`src/rtl/core/apu_pkg.sv`:
```
package apu_pkg;

    localparam int DATA_W = 32;
    localparam int CFG_W  = 24;

    // register indexes on the config port
    localparam logic [2:0] CFG_LR  = 3'd0;
    localparam logic [2:0] CFG_B1  = 3'd1;
    localparam logic [2:0] CFG_B2  = 3'd2;
    localparam logic [2:0] CFG_B1P = 3'd3;
    localparam logic [2:0] CFG_B2P = 3'd4;

    localparam logic [CFG_W-1:0] RST_LR  = 24'd16777;
    localparam logic [CFG_W-1:0] RST_B1  = 24'd15099494;
    localparam logic [CFG_W-1:0] RST_B2  = 24'd16760438;
    localparam logic [CFG_W-1:0] RST_B1P = 24'd15099494;
    localparam logic [CFG_W-1:0] RST_B2P = 24'd16760438;

    // 1.0 in Q0.24, one bit wider than a register
    localparam logic [CFG_W:0] CFG_ONE = 25'h100_0000;

    typedef struct packed {
        logic [CFG_W-1:0] lr;
        logic [CFG_W-1:0] b1;
        logic [CFG_W-1:0] b2;
        logic [CFG_W-1:0] b1p;
        logic [CFG_W-1:0] b2p;
    } t_cfg;

    typedef struct packed {
        logic signed [31:0] weight;
        logic signed [31:0] gradient;
        logic signed [31:0] first_moment;
        logic        [31:0] second_moment;
        logic               is_last;
    } t_in;

    typedef struct packed {
        logic signed [31:0] new_weight;
        logic signed [31:0] new_first_moment;
        logic        [31:0] new_second_moment;
        logic               last_out;
    } t_out;

    // word passed from front to back: weight plus the updated moments
    typedef struct packed {
        logic signed [31:0] weight;
        logic signed [31:0] first_moment;
        logic        [31:0] second_moment;
        logic               last;
    } t_mid;

endpackage

```
`src/rtl/core/apu_fifo.sv`:
```
module apu_fifo (
    input  logic          i_clk,
    input  logic          i_rst_n,
    input  logic          i_push,
    input  apu_pkg::t_mid i_data,
    output logic          o_full,
    input  logic          i_pop,
    output logic          o_valid,
    output apu_pkg::t_mid o_data
);

    localparam int DEPTH = 4;
    localparam int AW    = $clog2(DEPTH);

    apu_pkg::t_mid r_mem [DEPTH];
    logic [AW-1:0] r_wp;
    logic [AW-1:0] r_rp;
    logic [AW:0]   r_cnt;
    logic          do_push;
    logic          do_pop;

    assign o_full  = (r_cnt == (AW+1)'(DEPTH));
    assign o_valid = (r_cnt != '0);
    assign o_data  = r_mem[r_rp];
    assign do_push = i_push && !o_full;
    assign do_pop  = i_pop && o_valid;

    always_ff @(posedge i_clk) begin
        if (!i_rst_n) begin
            r_wp  <= '0;
            r_rp  <= '0;
            r_cnt <= '0;
        end else begin
            if (do_push) r_wp <= r_wp + 1'b1;
            if (do_pop)  r_rp <= r_rp + 1'b1;
            r_cnt <= r_cnt + (AW+1)'(do_push) - (AW+1)'(do_pop);
        end
    end

    always_ff @(posedge i_clk) begin
        if (do_push) r_mem[r_wp] <= i_data;
    end

endmodule

```
`config.mk`:
```
export PLATFORM = sky130hd
export DESIGN_NAME = apu_fifo
export DESIGN_NICKNAME = d
export VERILOG_FILES = /design/src/rtl/core/apu_pkg.sv /design/src/rtl/core/apu_fifo.sv
export SDC_FILE = /design/constraint.sdc
export NUM_CORES = 1
export LEC_CHECK = 0
export ABC_AREA = 1
export BUFFER_PORTS_ARGS = -buffer_cell sky130_fd_sc_hd__buf_2
export CORE_MARGIN = 3
export CORE_UTILIZATION = 52
export DETAILED_ROUTE_END_ITERATION = 10
export GPL_TIMING_DRIVEN = 0
export PLACE_DENSITY = 0.86
export SYNTH_ARGS = -nofsm -noshare
export SYNTH_HDL_FRONTEND = slang
export SYNTH_SLANG_ARGS = --single-unit
```
`constraint.sdc`:
```
create_clock -name i_clk -period 5.75 [get_ports i_clk]
set_clock_uncertainty 0.05 [all_clocks]
set_input_delay 0 -clock i_clk [delete_from_list [all_inputs] [get_ports i_clk]]
set_output_delay 0 -clock i_clk [all_outputs]
set_load 0.02 [all_outputs]
```
* Yosys cells after proc, flatten, opt, wreduce, memory -nomap -nowiden
Memory sizes are Yosys's and may differ from the RTL's. A register that Yosys moved wholly into a read port is not among the register bits.
Index checks and enable logic that the tools add are counted.
** Word-level totals
- Output and inout bits :: 99
- Bits in writable memories :: 388
- Memories :: 1
- Register bits :: 7
** Memories
- r_mem :: words 4, bits a word 97, rd ports 1, clocked after memory_dff 1, write ports 1, RTL line apu_fifo.sv:15 : apu_pkg::t_mid r_mem [DEPTH];
** Operators by class
- Equal/unequal tests :: 1
- Reductions and logical operators :: 4
- Add/subtract/negate cells :: 4
- Multiplexer cells :: 4
** Operator list (count)
- $add A2 B1 Y2 const B :: 2
- $mux W2 :: 2
- $add A3 B1 Y3 :: 1
- $eq A3 B3 Y1 const B :: 1
- $reduce_bool A3 Y1 :: 1
- $sub A3 B1 Y3 :: 1
- $logic_and A1 B1 Y1 :: 2
- $mux W1 :: 2
- $logic_not A1 Y1 :: 1

* Longest topological paths before layout
- Word-level depth :: 5
- Gate-level depth with buffers :: 10

* Worst setup path before layout
No wires, ideal clock.
- Path type :: register -> register
- Start point :: register r_cnt[1]
- End point :: memory r_mem[0][0] (netlist bit) (enable)
- Clock period less this slack :: 5.375 ns
- Path slack :: 0.375 ns
- Cell stages (with the launch flop) :: 5
- Buffers on the path :: 0
- Arrival time :: 4.771 ns
- Setup time :: 0.554 ns
- Path through :: dfxtp_1 nor2_1 nand2_1 nand2_1 nor2_1
** On the way
- Cells in the longest elaborated chain, start to end :: 5
** Ends and longest elaborated chain
- start: declaration :: RTL line apu_fifo.sv:18 : logic [AW:0] r_cnt;
- start signal: assignment :: RTL line apu_fifo.sv:36 : r_cnt <= r_cnt + (AW+1)'(do_push) - (AW+1)'(do_pop);
- $eq A3 B3 Y1 :: RTL line apu_fifo.sv:22 : assign o_full = (r_cnt == (AW+1)'(DEPTH));
- $logic_not A1 Y1 :: RTL line apu_fifo.sv:25 : assign do_push = i_push && !o_full;
- $logic_and A1 B1 Y1 :: RTL line apu_fifo.sv:25
- $mux W1 :: RTL line apu_fifo.sv:41 : if (do_push) r_mem[r_wp] <= i_data;
- $mux W1 (not written as such) :: RTL line apu_fifo.sv:41
- end: declaration :: RTL line apu_fifo.sv:15
No other way between the ends.

* Final worst setup path
- Start point :: register r_cnt[1]
- End point :: memory r_mem[0][92] (netlist bit) (enable)
Same word-level chain as after synthesis.

==> flow_summary.yaml <==
synthesis:
  synth_cell_types: 20
  synthCells: 1003
  ys_seq_area_share_pct: 79.4
  yosys_warnings: 0
  syn_nets: 1111
  avgSynthCellArea_um2: 14.9
  ys_seq_elements: 397
  syn_area_um2: 14900
floorplanning:
  rows: 61
  initial_utilization_pct: 53.2
  die_x_um: 175
  ioPinCount: 200
  dieArea_um2: 30700
  die_h_um: 175
  core_area_um2: 28000
worst_hold_path:
  hold_end: "r_mem[3][21]"
  holdCritStartpoint: "i_data[21]"
  min_delay_path_depth: 2
  hp-class: "in2reg"
setup_path:
  reg2reg_depth: 6
  critPathArrivalTime_ns: 2.84
  slowest_stage: "nor2_4"
  max_stage_delay_ns: 0.74
  crit_chain: "nor2_1, nand2_1, nand2_1, nor2_4, buf_12, buf_12"
  crit_type: "reg2reg"
  r2r-end: "r_mem[0][92]"
  start_kind: "flip-flop"
  cp.required_ns: 5.90
  endpoint_kind: "flip-flop"
  crit_fanout: 28
  worstReg2RegStart: "r_cnt[1]"
  r2r_setup_slack_ns: 3.06
pwr:
  p_leak_uw: 0.00673
  p_sw_uw: 2690
  vdd_ir_drop_max_mv: 0.364
  p_sw_share_pct: 32.5
  clkPwrFrac_pct: 28.9
  power.density_nw_per_um2: 440
  seqPwrFrac_pct: 43.6
  power_frac_comb_pct: 27.5
  internal_power_uw: 5600
final_layout:
  nets: 1463
  regArea_um2: 11800
  areaGrowthSynthToFinish_pct: 26.5
  drive_gt1_share_pct: 24.0
  final_common_cell: "edfxtp_1"
  multi_input_area_um2: 2670
  layout_common_cells: "edfxtp_1, buf_2, nor2_1"
  fillCellCount: 1867
  utilization_pct: 67.3
clock_tree:
  cts_num_sinks: 397
  cts_made_buffers: 39
  cts_tree: "built"
  cts.path.max_buffers: 3
  htreeDepth: 2
  cts_root_buffer: "clkbuf_16"
  ctsResizeCount: 0
  clock_latency_ns: 0.51
  clk_pin_slew_ns: 0.06
timing:
  slew_headroom_pct: 43.1
  worst_slew_pin_slew_ns: 0.852
  max_freq_ghz: 0.372
  maxSlewViolCount: 0
  setup_violations: 0
  finalHoldViolCount: 0
  whs_ns: 0.173
  fin_crit_ns: 2.69
  post-route-period-util_pct: 46.7
  rsz0062_at_grt: "no"
run:
  drv_cap: 0
place:
  io_buffers: 199
  gp_congestion: 0.761
  dp_hpwl_um: 21900
drt:
  ant_nets: 0
  detail_route.wl_per_cell_um: 21.3
  drt-vias-per-instance: 5.65
  routed_wl_um: 37600
  drc_errors: 0
  first_pass_iters: 6
  num_vias: 9968
  drt_iter0_markers: 1090
global_routing:
  grt_pass1_wl_um: 56900
  overflow: 0
  antenna_found_initial: 1
  grt_max_degree: 30
  grt_pass1_vias: 10300
  grt.total_usage_pct: 23.9
outcome:
  status: "finished clean"
## power by group through the flow
stage	clock network, uW	registers, uW	logic (uW)
6_report	2400	3610	2280
5_1_grt	2550	3630	2440
4_1_cts	2430	3610	2260
3_5_place_dp	0	3660	2180
3_3_place_gp	0	3740	2060
2_1_floorplan	0	3690	1330
## layout make-up
cell class	count	area share, %
diodes	2	0.0265
repair buffers	311	11.9
clock buffers	51	5.75
inverters	17	0.352
clock inverters	19	0.644
multi-input cells	527	14.1
plain buffers	62	1.96
well taps	378	2.51
flip-flops and latches	397	62.8
## repair_timing
| action | 4_1_cts | 5_1_grt |
|---|---|---|
| endpoints found under the hold margin | 397 | 0 |
| setup buffers | 0 | 0 |
| hold buffers | 100 | 0 |
## registers in the layout (all words and copies together), names as in the netlist, named ones only
| name | cells |
|---|---|
| r_wp | 2 |
| r_mem | 388 |
| r_cnt | 3 |
| r_rp | 2 |
## stage by stage
step	worst slack, ns	TNS (ns)	total power (uW)	instance area (um^2)	std cells
finish	3.06	0	8290	18900	1764
global route	2.96	0	8620	18900	1763
CTS	3.15	0	8290	18800	1762
detailed placement	3.16	0	5850	16600	1592
global placement	-2.64	-986.64	5800	16400	1580
floorplan	0.375	0	5010	14900	1003
## cells by family (layout without fill, tap and decap cells)
kind of cell,after synthesis,in the layout,share of synthesized area (%)
AOI/OAI and AO/OA,298,298,11.3
adders and majority gates,7,7,0.638
and+or+nand+nor,222,222,5.78
buffers and inverters,79,460,2.92
other,0,2,0
DFF,397,397,79.4
## routing by layer
layer	part of all wire (%)	vias to the layer above	global-route usage, %
met2	51	537	41.2
met4	2.4	0	8.14
met3	8.1	71	4.76
met1	38	4877	30.6
li1	-	4483	-
met5	0	-	0
## worst max path at each step
stage                   from      endpoint  slack [ns]  cells past startpoint
finish              r_cnt[1]  r_mem[0][92]        3.06                      6
global route        r_cnt[1]  r_mem[0][77]        2.96                      6
CTS                 r_cnt[1]   r_mem[0][0]        3.15                      6
detailed placement  r_cnt[1]  r_mem[0][64]        3.16                      6
global placement    r_cnt[1]  r_mem[3][64]       -2.64                      4
floorplan           r_cnt[1]   r_mem[0][0]        0.38                      4
## synth_stat cells
cell | n | share of area, %
nand2_1 | 13 | 0.33
a21boi_0 | 2 | 0.10
nor2_2 | 10 | 0.42
inv_2 | 1 | 0.025
inv_4 | 1 | 0.042
nor2_1 | 196 | 4.9
o21ai_1 | 70 | 2.4
o21ai_0 | 125 | 4.2
nand3_1 | 3 | 0.10
buf_6 | 14 | 1.1
a21oi_1 | 4 | 0.13
fa_1 | 1 | 0.13
o22ai_2 | 10 | 0.84
dfxtp_1 | 9 | 1.2
edfxtp_1 | 388 | 78
ha_1 | 6 | 0.50
clkbuf_1 | 23 | 0.58
o22ai_1 | 87 | 3.7
inv_1 | 15 | 0.38
buf_2 | 25 | 0.84
## critical path, delay by kind of cell, from the launching register on
family        cells  cell delay (ns)
simple gates      4             1.32
buf+inv           2             0.53
flops             1             0.43
No activity file was read; power rests on OpenSTA's default activity.
